**src/rtl/sha256_byte_stream_hasher_assert.svh**
```systemverilog
// Assertion macros shared by the hasher RTL.
`ifndef SHA256_BYTE_STREAM_HASHER_ASSERT_SVH
`define SHA256_BYTE_STREAM_HASHER_ASSERT_SVH

// Checks that a condition holds at every clock edge outside reset.
`define SBSH_ASSERT_ALWAYS(label, cond, msg) \
	label: assert property (@(posedge clk) disable iff (!arst_n) (cond)) else $error(msg);

// Checks that the consequent holds in the same cycle as the antecedent.
`define SBSH_ASSERT_SAME(label, ante, cons, msg) \
	label: assert property (@(posedge clk) disable iff (!arst_n) (ante) |-> (cons)) \
		else $error(msg);

// Checks that the consequent holds in the cycle after the antecedent.
`define SBSH_ASSERT_NEXT(label, ante, cons, msg) \
	label: assert property (@(posedge clk) disable iff (!arst_n) (ante) |=> (cons)) \
		else $error(msg);

`endif

```
**src/rtl/sbsh_pkg.sv**
```systemverilog
// Shared types, constants and round functions of the SHA-256 byte stream hasher.
package sbsh_pkg;

	localparam logic MODE_ABSORB = 1'b0;
	localparam logic MODE_FINISH = 1'b1;

	localparam logic [7:0] PAD_MARK = 8'h80;
	localparam logic [5:0] FILL_LAST = 6'd63;
	localparam logic [5:0] FILL_EMPTY = 6'd0;
	localparam logic [5:0] FILL_LEN = 6'd56;
	localparam logic [5:0] ROUND_LAST = 6'd63;
	localparam logic [2:0] WORD_LAST = 3'd7;

	localparam logic [31:0] ROUND_K [0:63] = '{
		32'h428a2f98, 32'h71374491, 32'hb5c0fbcf, 32'he9b5dba5,
		32'h3956c25b, 32'h59f111f1, 32'h923f82a4, 32'hab1c5ed5,
		32'hd807aa98, 32'h12835b01, 32'h243185be, 32'h550c7dc3,
		32'h72be5d74, 32'h80deb1fe, 32'h9bdc06a7, 32'hc19bf174,
		32'he49b69c1, 32'hefbe4786, 32'h0fc19dc6, 32'h240ca1cc,
		32'h2de92c6f, 32'h4a7484aa, 32'h5cb0a9dc, 32'h76f988da,
		32'h983e5152, 32'ha831c66d, 32'hb00327c8, 32'hbf597fc7,
		32'hc6e00bf3, 32'hd5a79147, 32'h06ca6351, 32'h14292967,
		32'h27b70a85, 32'h2e1b2138, 32'h4d2c6dfc, 32'h53380d13,
		32'h650a7354, 32'h766a0abb, 32'h81c2c92e, 32'h92722c85,
		32'ha2bfe8a1, 32'ha81a664b, 32'hc24b8b70, 32'hc76c51a3,
		32'hd192e819, 32'hd6990624, 32'hf40e3585, 32'h106aa070,
		32'h19a4c116, 32'h1e376c08, 32'h2748774c, 32'h34b0bcb5,
		32'h391c0cb3, 32'h4ed8aa4a, 32'h5b9cca4f, 32'h682e6ff3,
		32'h748f82ee, 32'h78a5636f, 32'h84c87814, 32'h8cc70208,
		32'h90befffa, 32'ha4506ceb, 32'hbef9a3f7, 32'hc67178f2
	};

	localparam logic [31:0] HASH_IV [0:7] = '{
		32'h6a09e667, 32'hbb67ae85, 32'h3c6ef372, 32'ha54ff53a,
		32'h510e527f, 32'h9b05688c, 32'h1f83d9ab, 32'h5be0cd19
	};

	typedef enum logic [2:0] {
		ST_IDLE,
		ST_PAD_ZERO,
		ST_PAD_LEN,
		ST_LOAD,
		ST_ROUND,
		ST_ADD,
		ST_EMIT
	} state_t;

	typedef enum logic [1:0] {
		SRC_DATA,
		SRC_MARK,
		SRC_ZERO,
		SRC_LEN
	} wr_src_t;

	typedef struct packed {
		logic        wr_en;
		wr_src_t     wr_src;
		logic        bits_inc;
		logic        load_v;
		logic        round_en;
		logic [5:0]  round_idx;
		logic        add_h;
		logic        init;
		logic [2:0]  word_sel;
	} cmd_t;

	typedef struct packed {
		logic [5:0] fill;
	} status_t;

	function automatic logic [31:0] big_sigma0(input logic [31:0] x);
		return {x[1:0], x[31:2]} ^ {x[12:0], x[31:13]} ^ {x[21:0], x[31:22]};
	endfunction

	function automatic logic [31:0] big_sigma1(input logic [31:0] x);
		return {x[5:0], x[31:6]} ^ {x[10:0], x[31:11]} ^ {x[24:0], x[31:25]};
	endfunction

	function automatic logic [31:0] small_sigma0(input logic [31:0] x);
		return {x[6:0], x[31:7]} ^ {x[17:0], x[31:18]} ^ {3'b000, x[31:3]};
	endfunction

	function automatic logic [31:0] small_sigma1(input logic [31:0] x);
		return {x[16:0], x[31:17]} ^ {x[18:0], x[31:19]} ^ {10'b0, x[31:10]};
	endfunction

endpackage

```
**src/rtl/sbsh_ifs.sv**
```systemverilog
// Valid/ready channel interfaces for message bytes and digest words.
interface sbsh_msg_if;
	logic       valid;
	logic       ready;
	logic       mode;
	logic [7:0] data_byte;

	modport source (output valid, output mode, output data_byte, input ready);
	modport sink (input valid, input mode, input data_byte, output ready);
endinterface

interface sbsh_digest_if;
	logic        valid;
	logic        ready;
	logic [31:0] digest_word;
	logic [2:0]  word_index;
	logic        last_word;

	modport source (output valid, output digest_word, output word_index, output last_word,
		input ready);
	modport sink (input valid, input digest_word, input word_index, input last_word,
		output ready);
endinterface

```
**src/rtl/sbsh_datapath.sv**
```systemverilog
// Datapath: block buffer and message schedule window, round logic, hash words and bit count.
module sbsh_datapath (
	input  logic              clk,
	input  logic              arst_n,
	input  logic [7:0]        data_byte,
	input  sbsh_pkg::cmd_t    cmd,
	output sbsh_pkg::status_t status,
	output logic [31:0]       digest_word
);
	import sbsh_pkg::*;

	logic [31:0] h_q [0:7];
	logic [31:0] v_q [0:7];
	logic [31:0] w_q [0:15];
	logic [5:0]  fill_q;
	logic [63:0] bits_q;

	logic [7:0]  wr_byte;
	logic [7:0]  len_byte;
	logic [31:0] t1;
	logic [31:0] t2;
	logic [31:0] w_next;
	logic [31:0] ch;
	logic [31:0] maj;

	// The length goes out most significant byte first at buffer bytes 56 to 63.
	assign len_byte = bits_q[{~fill_q[2:0], 3'b000} +: 8];

	always_comb begin
		unique case (cmd.wr_src)
			SRC_DATA: wr_byte = data_byte;
			SRC_MARK: wr_byte = PAD_MARK;
			SRC_ZERO: wr_byte = 8'h00;
			SRC_LEN:  wr_byte = len_byte;
			default:  wr_byte = 8'h00;
		endcase
	end

	always_comb begin
		ch = (v_q[4] & v_q[5]) ^ (~v_q[4] & v_q[6]);
		maj = (v_q[0] & v_q[1]) ^ (v_q[0] & v_q[2]) ^ (v_q[1] & v_q[2]);
		t1 = v_q[7] + big_sigma1(v_q[4]) + ch + ROUND_K[cmd.round_idx] + w_q[0];
		t2 = big_sigma0(v_q[0]) + maj;
		w_next = small_sigma1(w_q[14]) + w_q[9] + small_sigma0(w_q[1]) + w_q[0];
	end

	always_ff @(posedge clk or negedge arst_n) begin
		if (!arst_n) begin
			for (int i = 0; i < 8; i++) h_q[i] <= HASH_IV[i];
			fill_q <= FILL_EMPTY;
			bits_q <= 64'd0;
		end else if (cmd.init) begin
			for (int i = 0; i < 8; i++) h_q[i] <= HASH_IV[i];
			fill_q <= FILL_EMPTY;
			bits_q <= 64'd0;
		end else begin
			if (cmd.add_h) begin
				for (int i = 0; i < 8; i++) h_q[i] <= h_q[i] + v_q[i];
			end
			if (cmd.wr_en) fill_q <= fill_q + 6'd1;
			if (cmd.bits_inc) bits_q <= bits_q + 64'd8;
		end
	end

	// The sixteen buffer words double as the sliding schedule window during rounds.
	always_ff @(posedge clk) begin
		if (cmd.round_en) begin
			for (int i = 0; i < 15; i++) w_q[i] <= w_q[i + 1];
			w_q[15] <= w_next;
		end else if (cmd.wr_en) begin
			unique case (fill_q[1:0])
				2'd0: w_q[fill_q[5:2]][31:24] <= wr_byte;
				2'd1: w_q[fill_q[5:2]][23:16] <= wr_byte;
				2'd2: w_q[fill_q[5:2]][15:8]  <= wr_byte;
				2'd3: w_q[fill_q[5:2]][7:0]   <= wr_byte;
				default: ;
			endcase
		end

		if (cmd.load_v) begin
			for (int i = 0; i < 8; i++) v_q[i] <= h_q[i];
		end else if (cmd.round_en) begin
			v_q[0] <= t1 + t2;
			v_q[1] <= v_q[0];
			v_q[2] <= v_q[1];
			v_q[3] <= v_q[2];
			v_q[4] <= v_q[3] + t1;
			v_q[5] <= v_q[4];
			v_q[6] <= v_q[5];
			v_q[7] <= v_q[6];
		end
	end

	assign status.fill = fill_q;
	assign digest_word = h_q[cmd.word_sel];

endmodule

```
**src/rtl/sbsh_ctrl.sv**
```systemverilog
// Controller: sequences absorb, padding, compression rounds and digest output.
module sbsh_ctrl (
	input  logic              clk,
	input  logic              arst_n,
	input  logic              in_valid,
	input  logic              in_mode,
	output logic              in_ready,
	output logic              out_valid,
	input  logic              out_ready,
	output logic [2:0]        word_index,
	output logic              last_word,
	input  sbsh_pkg::status_t status,
	output sbsh_pkg::cmd_t    cmd
);
	import sbsh_pkg::*;

	state_t     state_q, state_d;
	state_t     ret_q, ret_d;
	logic       second_q, second_d;
	logic [5:0] rnd_q, rnd_d;
	logic [2:0] word_q, word_d;

	always_ff @(posedge clk or negedge arst_n) begin
		if (!arst_n) begin
			state_q  <= ST_IDLE;
			ret_q    <= ST_IDLE;
			second_q <= 1'b0;
			rnd_q    <= 6'd0;
			word_q   <= 3'd0;
		end else begin
			state_q  <= state_d;
			ret_q    <= ret_d;
			second_q <= second_d;
			rnd_q    <= rnd_d;
			word_q   <= word_d;
		end
	end

	always_comb begin
		state_d  = state_q;
		ret_d    = ret_q;
		second_d = second_q;
		rnd_d    = rnd_q;
		word_d   = word_q;
		cmd           = '0;
		cmd.wr_src    = SRC_DATA;
		cmd.round_idx = rnd_q;
		cmd.word_sel  = word_q;
		in_ready  = 1'b0;
		out_valid = 1'b0;

		unique case (state_q)
			ST_IDLE: begin
				in_ready = 1'b1;
				if (in_valid) begin
					cmd.wr_en = 1'b1;
					if (in_mode == MODE_ABSORB) begin
						cmd.wr_src   = SRC_DATA;
						cmd.bits_inc = 1'b1;
						if (status.fill == FILL_LAST) begin
							ret_d   = ST_IDLE;
							state_d = ST_LOAD;
						end
					end else begin
						cmd.wr_src = SRC_MARK;
						second_d   = 1'b0;
						state_d    = ST_PAD_ZERO;
					end
				end
			end
			ST_PAD_ZERO: begin
				priority if (status.fill == FILL_LEN) begin
					state_d = ST_PAD_LEN;
				end else if (status.fill == FILL_EMPTY && !second_q) begin
					// The block filled up before the length field: compress it, then pad a second one.
					second_d = 1'b1;
					ret_d    = ST_PAD_ZERO;
					state_d  = ST_LOAD;
				end else begin
					cmd.wr_en  = 1'b1;
					cmd.wr_src = SRC_ZERO;
				end
			end
			ST_PAD_LEN: begin
				cmd.wr_en  = 1'b1;
				cmd.wr_src = SRC_LEN;
				if (status.fill == FILL_LAST) begin
					ret_d   = ST_EMIT;
					state_d = ST_LOAD;
				end
			end
			ST_LOAD: begin
				cmd.load_v = 1'b1;
				rnd_d      = 6'd0;
				state_d    = ST_ROUND;
			end
			ST_ROUND: begin
				cmd.round_en = 1'b1;
				rnd_d        = rnd_q + 6'd1;
				if (rnd_q == ROUND_LAST) state_d = ST_ADD;
			end
			ST_ADD: begin
				cmd.add_h = 1'b1;
				word_d    = 3'd0;
				state_d   = ret_q;
			end
			ST_EMIT: begin
				out_valid = 1'b1;
				if (out_ready) begin
					word_d = word_q + 3'd1;
					if (word_q == WORD_LAST) begin
						cmd.init = 1'b1;
						state_d  = ST_IDLE;
					end
				end
			end
			default: state_d = ST_IDLE;
		endcase
	end

	assign word_index = word_q;
	assign last_word  = (word_q == WORD_LAST);

endmodule

```
**src/rtl/sha256_byte_stream_hasher.sv**
```systemverilog
// SHA-256 hasher over a byte stream. The msg channel carries one transaction per item:
// mode absorb brings data_byte into the 64-byte block buffer, mode finish pads the
// message with the 0x80 marker, zeros and the 64-bit big-endian bit length and then
// sends the digest on the digest channel as eight transactions, word 0 (most
// significant) first, with last_word set on the eighth.
// An absorb transaction is written to the buffer as it is accepted; one that fills a
// block is followed by its compression (load, 64 rounds of the single round unit,
// final add), and no new byte is taken until that is done, so the round unit sets
// the sustained byte rate. A finish writes the marker as it is accepted, then one
// padding byte per cycle, with a pause before the length field and one more where
// the first of two padding blocks is found full, and compresses one or two blocks
// (each: load, 64 rounds, add). The first digest word is offered latest when the
// marker lands at byte 56.
// Items are handled one at a time: msg.ready is high only while the block is idle.
// When the receiver stalls, the digest word is held until digest.ready; msg stays
// blocked until the eighth word is taken, at which point the hash state returns to
// the initial values and the bit count to zero.
// Reset is asynchronous and active low; it loads the initial hash values and clears
// the fill and bit counts. The buffer itself is not cleared, since padding rewrites
// every byte that a compression reads.
`include "sha256_byte_stream_hasher_assert.svh"

module sha256_byte_stream_hasher (
	input logic            clk,
	input logic            arst_n,
	sbsh_msg_if.sink       msg,
	sbsh_digest_if.source  digest
);
	import sbsh_pkg::*;

	cmd_t    cmd;
	status_t status;

	// Handshake events watched by the assertions below.
	logic finish_fire;
	logic last_fire;

	sbsh_ctrl u_ctrl (
		.clk        (clk),
		.arst_n     (arst_n),
		.in_valid   (msg.valid),
		.in_mode    (msg.mode),
		.in_ready   (msg.ready),
		.out_valid  (digest.valid),
		.out_ready  (digest.ready),
		.word_index (digest.word_index),
		.last_word  (digest.last_word),
		.status     (status),
		.cmd        (cmd)
	);

	sbsh_datapath u_datapath (
		.clk         (clk),
		.arst_n      (arst_n),
		.data_byte   (msg.data_byte),
		.cmd         (cmd),
		.status      (status),
		.digest_word (digest.digest_word)
	);

	assign finish_fire = msg.valid && msg.ready && (msg.mode == MODE_FINISH);
	assign last_fire   = digest.valid && digest.ready && digest.last_word;

	// Input and output sides are never open at the same time.
	`SBSH_ASSERT_ALWAYS(a_no_overlap, !(msg.ready && digest.valid), "ready while digest valid")
	// A finish transaction closes the input side on the next cycle.
	`SBSH_ASSERT_NEXT(a_finish_blocks, finish_fire, !msg.ready, "input open after finish")
	// Taking the last digest word reopens the input and ends the digest run.
	`SBSH_ASSERT_NEXT(a_last_reopens, last_fire, msg.ready && !digest.valid, "no idle after last word")

endmodule

```
**src/flat_wrapper.sv**
```systemverilog
// flat-port wrapper written by rule: the top's interface ports become plain ports
module sha256_byte_stream_hasher_flat import sbsh_pkg::*;
  (clk, arst_n, msg_valid, msg_mode, msg_data_byte, msg_ready, digest_valid, digest_digest_word, digest_word_index, digest_last_word, digest_ready);
  sbsh_msg_if msg_i ();
  sbsh_digest_if digest_i ();
  input logic clk;
  input logic arst_n;
  input wire logic [$bits(msg_i.valid)-1:0] msg_valid;
  input wire logic [$bits(msg_i.mode)-1:0] msg_mode;
  input wire logic [$bits(msg_i.data_byte)-1:0] msg_data_byte;
  output wire logic [$bits(msg_i.ready)-1:0] msg_ready;
  output wire logic [$bits(digest_i.valid)-1:0] digest_valid;
  output wire logic [$bits(digest_i.digest_word)-1:0] digest_digest_word;
  output wire logic [$bits(digest_i.word_index)-1:0] digest_word_index;
  output wire logic [$bits(digest_i.last_word)-1:0] digest_last_word;
  input wire logic [$bits(digest_i.ready)-1:0] digest_ready;
  assign msg_i.valid = msg_valid;
  assign msg_i.mode = msg_mode;
  assign msg_i.data_byte = msg_data_byte;
  assign msg_ready = msg_i.ready;
  assign digest_valid = digest_i.valid;
  assign digest_digest_word = digest_i.digest_word;
  assign digest_word_index = digest_i.word_index;
  assign digest_last_word = digest_i.last_word;
  assign digest_i.ready = digest_ready;
  sha256_byte_stream_hasher u_core (.clk(clk), .arst_n(arst_n), .msg(msg_i), .digest(digest_i));
endmodule
```
**config.mk**
```make
export PLATFORM = sky130hd
export DESIGN_NAME = sha256_byte_stream_hasher_flat
export DESIGN_NICKNAME = d
export VERILOG_FILES = /design/src/rtl/sbsh_pkg.sv /design/src/rtl/sbsh_ifs.sv /design/src/rtl/sbsh_datapath.sv /design/src/rtl/sbsh_ctrl.sv /design/src/rtl/sha256_byte_stream_hasher.sv /design/src/flat_wrapper.sv
export VERILOG_INCLUDE_DIRS = /design/src /design/src/rtl
export SDC_FILE = /design/constraint.sdc
export NUM_CORES = 2
export LEC_CHECK = 0
export ABC_AREA = 1
export BUFFER_PORTS_ARGS = -buffer_cell sky130_fd_sc_hd__buf_2
export CAP_MARGIN = 20
export CORE_MARGIN = 8
export CORE_UTILIZATION = 50
export CTS_CLUSTER_SIZE = 10
export DETAILED_ROUTE_END_ITERATION = 8
export GPL_TIMING_DRIVEN = 0
export HOLD_SLACK_MARGIN = 0.15
export PLACE_DENSITY = 0.71
export REMOVE_ABC_BUFFERS = 1
export SYNTH_ARGS = -nofsm -noshare
export SYNTH_HDL_FRONTEND = slang
export SYNTH_SLANG_ARGS = --single-unit
```
**constraint.sdc**
```tcl
create_clock -name clk -period 7.05 [get_ports clk]
set_input_delay 2.115 -clock clk [delete_from_list [all_inputs] [get_ports clk]]
set_output_delay 2.115 -clock clk [all_outputs]
set_load 0.01 [all_outputs]
```
[Word-level counts from Yosys, hierarchy flattened]
Memory sizes are Yosys's and may differ from the RTL's.
Index checks and enable logic that the tools add are counted.
Word-level totals
  flip-flop bits (word level): 342
  latch bits: 0
  memory bits (writable): 768
  bits in read-only memories: 2048
  input port bits: 13
  output and inout port bits: 38
  word-level logic and storage cells: 200
  memories kept: 3
Memory list
  (name not given): words 64, width 32, read ports 1, clocked after Yosys merged registers in 0, write ports 0, line sbsh_datapath.sv:42  | t1 = v_q[7] + big_sigma1(v_q[4]) + ch + ROUND_K[cmd.round_idx] + w_q[0];
  u_core.u_datapath.w_q: words 16, width 32, read ports 16, clocked after Yosys merged registers in 0, write ports 16, line sbsh_datapath.sv:14  | logic [31:0] w_q [0:15];
  u_core.u_datapath.v_q: words 8, width 32, read ports 8, clocked after Yosys merged registers in 0, write ports 8, line sbsh_datapath.sv:13  | logic [31:0] v_q [0:7];
Cells by class
  add/subtract/negate cells: 22
  $mul: 0
  div/mod/pow operators: 0
  $lt $le $gt $ge: 2
  equality and inequality tests: 27
  shifts and indexed selects: 1
  mux-type cells: 84
  bitwise logic cells: 28
  reduce and logical (&&, ||, !) cells: 18
Operators with widths (number)
  32-bit adder: 18
  256-bit two-way mux: 2
  32-bit two-way mux: 13
  32-bit XOR: 9
  32-bit bitwise AND: 5
  64-bit two-way mux: 2
  32-bit binary-select mux with 3-bit select: 1
  64-bit by 4-bit adder with 64-bit output (second input constant): 1
  64-bit by 7-bit variable part select with 8-bit output: 1
  3-bit two-way mux: 17
  1-bit two-way mux: 37
  32-bit inverter: 1
  8-bit case mux with 4 select lines: 1
  32-bit OR reduction: 1
  32-bit by 22-bit XOR with 32-bit output: 1
  32-bit by 29-bit XOR with 32-bit output: 1
  3-bit case mux with 7 select lines: 1
  2-bit != test (second input constant): 10
  6-bit equality test (second input constant): 3
  3-bit case mux with 3 select lines: 2
  6-bit by 1-bit adder with 6-bit output (second input constant): 2
  3-bit equality test (second input constant): 4
  4-bit two-way mux: 3
  6-bit two-way mux: 2
  other kinds (25): 44

[Depth between registers and ports, before layout]
  depth after elaboration: 10
  mapped depth: 45
  gate-level depth less buffers: 44

[Modules after synthesis]
A second synthesis with hierarchy kept.
Second synthesis, totals
  cells, all modules: 10255
  area, all modules: 80713.7 sq um
Modules (own cells, without submodules)
  sbsh_datapath: instances 1, cells an instance 10098, area each 79630.1 sq um
  sbsh_ctrl: instances 1, cells an instance 157, area each 1083.5 sq um

[Least setup slack after synthesis]
Ideal clock, no wire load.
  path kind: reg-to-reg
  start: register u_core.u_ctrl.rnd_q[0]
  end: memory u_core.u_datapath.v_q[0][31], data pin
  library setup time: 0.254 ns
  arrival: 7.064 ns
  required time: 6.796 ns
  setup slack: -0.267 ns
  stages on the path, launching flop included: 40
  buffers on the path: 1
  period minus slack after synthesis: 7.317 ns
  cells stage by stage: dfrtp_1 clkbuf_1 inv_1 ha_1 inv_1 nor2_1 nor2_1 inv_1 a21oi_1 nand2_1 nand3_1 o21ai_0 fa_1 inv_1 fa_1 fa_1 inv_1 ha_1 [4 not listed] nand2_1 a21oi_1 o21bai_1 xor2_1 inv_1 fa_1 inv_1 ha_1 nand2_1 inv_1 a21oi_1 nand2_1 a21oi_1 nand3_1 nand2_1 nand3_1 nand3_1 nand2_1
RTL lines
  start: declaration: line sbsh_ctrl.sv:20  | logic [5:0] rnd_q, rnd_d;
  start signal: assignment: line sbsh_ctrl.sv:34  | rnd_q <= rnd_d;
  end: declaration: line sbsh_datapath.sv:13

==> flow_summary.ini <==
[sta]
fmax_mhz = 134
slew_violations = 1
slew_headroom_pct = -0.209
fin_crit_ps = 7440
clock_skew_ps = 38.7
tightest_slew_ps = 1500
hold_violations = 0
rsz0062_at_grt = yes
setup_viol = 21
setup_ws_ps = -386
period_share_pct = 105

[placement]
post-dp-hpwl_um = 263000
port_buffers = 50
dp_cells = 12700
place_congestion = 1.02

[drt]
drc = 0
detail_route.wl_per_cell_um = 26.2
num_vias = 78800
antenna_left = 0
vias_per_cell = 6.00
drt_wl_total_um = 344000
drtPass1Iterations = 8
drt_iter0_markers = 9100

[worst_setup_path]
end_kind = register
startpoint_type = register
max_stage_delay_ps = 570
critical_path_class = reg -> reg
cpMaxStageDelayCell = fa_2
cp_max_fo = 5
ff2ff_path_depth = 36
cp.arrival_ps = 8020
cpMostUsedCell = nand2_1
reg2reg_to = u_core.u_datapath.v_q[0][31]
r2r-start = u_core.u_ctrl.rnd_q[2]
rrSetupSlack_ps = -390
cp.required_ps = 7630

[floorplanning]
start_util_pct = 50.3
dieHeight_um = 426
io_pins = 51
die_w_um = 426
rows = 150
coreArea_um2 = 167000
dieArea_um2 = 181000

[cts]
clk_latency_ps = 830
cts_tree = done
cts_buffer_depth = 3
cts_buffers = 142
holdBufCountCts = 0
cts.sinks = 1106
htreeDepth = 4
cts-root-buf = clkbuf_16
clk_pin_slew_ps = 60

[finish]
area_growth_pct = 14.3
finalNonFillerCells = 13100
fin_util_pct = 57.4
nets = 11400
drive_gt1_share_pct = 13.5

[outcome]
status = complete, but fails checks
violations = max-slew violations, negative setup slack

[synth]
synth-async-reset-ratio_pct = 30.6
yosysWarnings = 0
synth_area_per_cell_um2 = 7.75
synthDistinctLibCells = 74
syn-cell-area_um2 = 83900
yosysSeqAreaShare_pct = 37.8
ys.flop_type = edfxtp_1
synth_top_area_share_pct = 27.5
synthTopCellsByArea = edfxtp_1 (28%), nand2_1 (12%), o21ai_0 (6.9%)
synth_largest_area_cell = edfxtp_1
synth_seq_cells = 1106
synth-edff-count = 768
syn_inst = 10800

[global_routing]
grt_start_max_net_pins = 100
grt_usage_pct = 36.8
first_global_vias = 73700
antenna_found_initial = 9
grt_pass1_wl_um = 495000
overflow = 0

[min_path]
min_from = u_core.u_datapath.w_q[7][7]
min_path_cells = 2
hold_path.class = reg -> reg
holdPathEnd = u_core.u_datapath.w_q[6][7]

[job]
cap_violations = 0
-- cell usage after synthesis (15+ instances only) --
library cell,n
nand2_1,2719
inv_1,1295
o21ai_0,1148
nor2_1,870
edfxtp_1,768
a21oi_1,691
nand3_1,466
ha_1,400
clkbuf_1,303
xor2_1,237
dfrtp_1,202
fa_1,195
xnor2_1,158
dfstp_2,136
nand4_1,126
o21ai_2,125
nor3_1,121
o22ai_1,118
o21bai_1,69
a31oi_1,60
a21o_1,52
o211ai_1,47
inv_2,40
o21ai_1,40
buf_2,38
o21a_1,34
nand3b_1,32
buf_6,31
a21boi_0,30
or2_2,21
clkbuf_2,18
nor4_1,18
inv_4,16
nand2_2,15
-- how the worst max path moves through the flow --
stage                                   startpoint                            to  slack [ps]  cells after the start
after CTS                   u_core.u_ctrl.rnd_q[0]  u_core.u_datapath.v_q[0][31]        -340                     39
after global routing        u_core.u_ctrl.rnd_q[0]  u_core.u_datapath.v_q[0][29]        -550                     36
after global placement    u_core.u_ctrl.state_q[2]      u_core.u_ctrl.state_q[2]      -44870                      8
final                       u_core.u_ctrl.rnd_q[2]  u_core.u_datapath.v_q[0][31]        -390                     36
after floorplan           u_core.u_ctrl.state_q[2]      u_core.u_ctrl.state_q[2]      -14080                      8
after detailed placement    u_core.u_ctrl.rnd_q[0]  u_core.u_datapath.v_q[0][31]       -3280                     37
-- kinds of logic (layout without fill, tap and decap cells) --
group	Yosys count	in the layout	share of synthesized area (%)
compound gates	2486	2486	16.7
other cells	0	4	0
simple gates	4451	4451	22.0
fa+ha+maj	597	597	10.6
flops	1106	1106	37.8
xor+xnor	395	395	4.13
mux	22	22	0.279
buf+inv	1770	1869	8.50
-- per-layer routing --
layer / share of wire (%) / GRT usage, %
met1: 40 / 48.8
met2: 43 / 55.5
met3: 9.7 / 8.43
met4: 7.0 / 21.0
met5: 0.017 / 0
-- per-stage QoR --
| step | setup TNS (ps) | area, um2 | worst slack, ps | hold slack (ps) |
|---|---|---|---|---|
| floorplan | -9939100 | 81900 | -14080 | 463 |
| global placement | - | 84900 | -44870 | 490 |
| detailed placement | -118630 | 86300 | -3280 | 498 |
| CTS | -3380 | 93900 | -340 | 489 |
| global route | -8880 | 95800 | -548 | 513 |
| finish | -3790 | 95800 | -386 | 495 |
-- cells in the final DEF (no fill, tap or decap), types with 29 or more instances in the layout --
cell	synthesis	layout
a21o_1	52	51
a21oi_1	691	616
a21oi_2	0	55
a31oi_1	60	53
buf_12	4	29
buf_16	0	30
buf_2	38	49
buf_4	4	135
clkbuf_1	303	49
clkbuf_16	0	143
dfrtp_1	202	194
dfstp_2	136	136
edfxtp_1	768	768
fa_1	195	181
ha_1	400	323
ha_4	0	64
inv_1	1295	1223
inv_2	40	89
inv_4	16	29
nand2_1	2719	2609
nand2_2	15	100
nand3_1	466	429
nand3_2	2	31
nand3b_1	32	32
nand4_1	126	126
nor2_1	870	785
nor2_2	2	48
nor2_4	12	51
nor3_1	121	107
o211ai_1	47	47
o21a_1	34	34
o21ai_0	1148	1077
o21ai_1	40	71
o21ai_2	125	153
o21bai_1	69	60
o22ai_1	118	115
xnor2_1	158	152
xor2_1	237	215
-- area by class of cell --
| type | count | area (um2) |
|---|---|---|
| timing repair inverter | 1 | 7.51 |
| multi-input combinational | 7951 | 48600 |
| inverter | 1354 | 5230 |
| tap | 2204 | 2760 |
| clock inverter | 42 | 632 |
| fill | 15400 | 71000 |
| antenna | 4 | 10.0 |
| timing repair buffer | 272 | 3050 |
| sequential | 1106 | 31700 |
| clock buffer | 200 | 3870 |
-- what timing repair did --
action | in CTS | in global routing
gates resized for setup | 527 | 364
endpoints found under the setup margin | 58 | 48
pin swaps | 117 | 179
gates cloned | 4 | 0
setup buffers | 88 | 70
-- registers in the layout, summed over array words and instances, names as in the netlist --
| name | count |
|---|---|
| u_core.u_ctrl.rnd_q | 6 |
| u_core.u_datapath.w_q | 512 |
| u_core.u_datapath.h_q | 256 |
| u_core.u_ctrl.state_q | 3 |
| u_core.u_datapath.v_q | 256 |
| u_core.u_ctrl.word_index | 3 |
| u_core.u_ctrl.ret_q | 2 |
| u_core.u_datapath.status | 6 |
| u_core.u_ctrl.second_q | 1 |
| u_core.u_datapath.bits_q | 61 |
-- worst max-delay path: cells and delay by family, from the launching register on --
kind	cells	cell delay, ps
adders and majority gates	7	2770
AOI/OAI and AO/OA	8	1460
and+or+nand+nor	12	1290
buffers and inverters	8	1000
DFF	1	470
xor gates and xnor gates	1	180
Power is left out: the tool's default activity adds up to more than one toggle a clock period on the data nets, which glitch-free logic cannot reach.
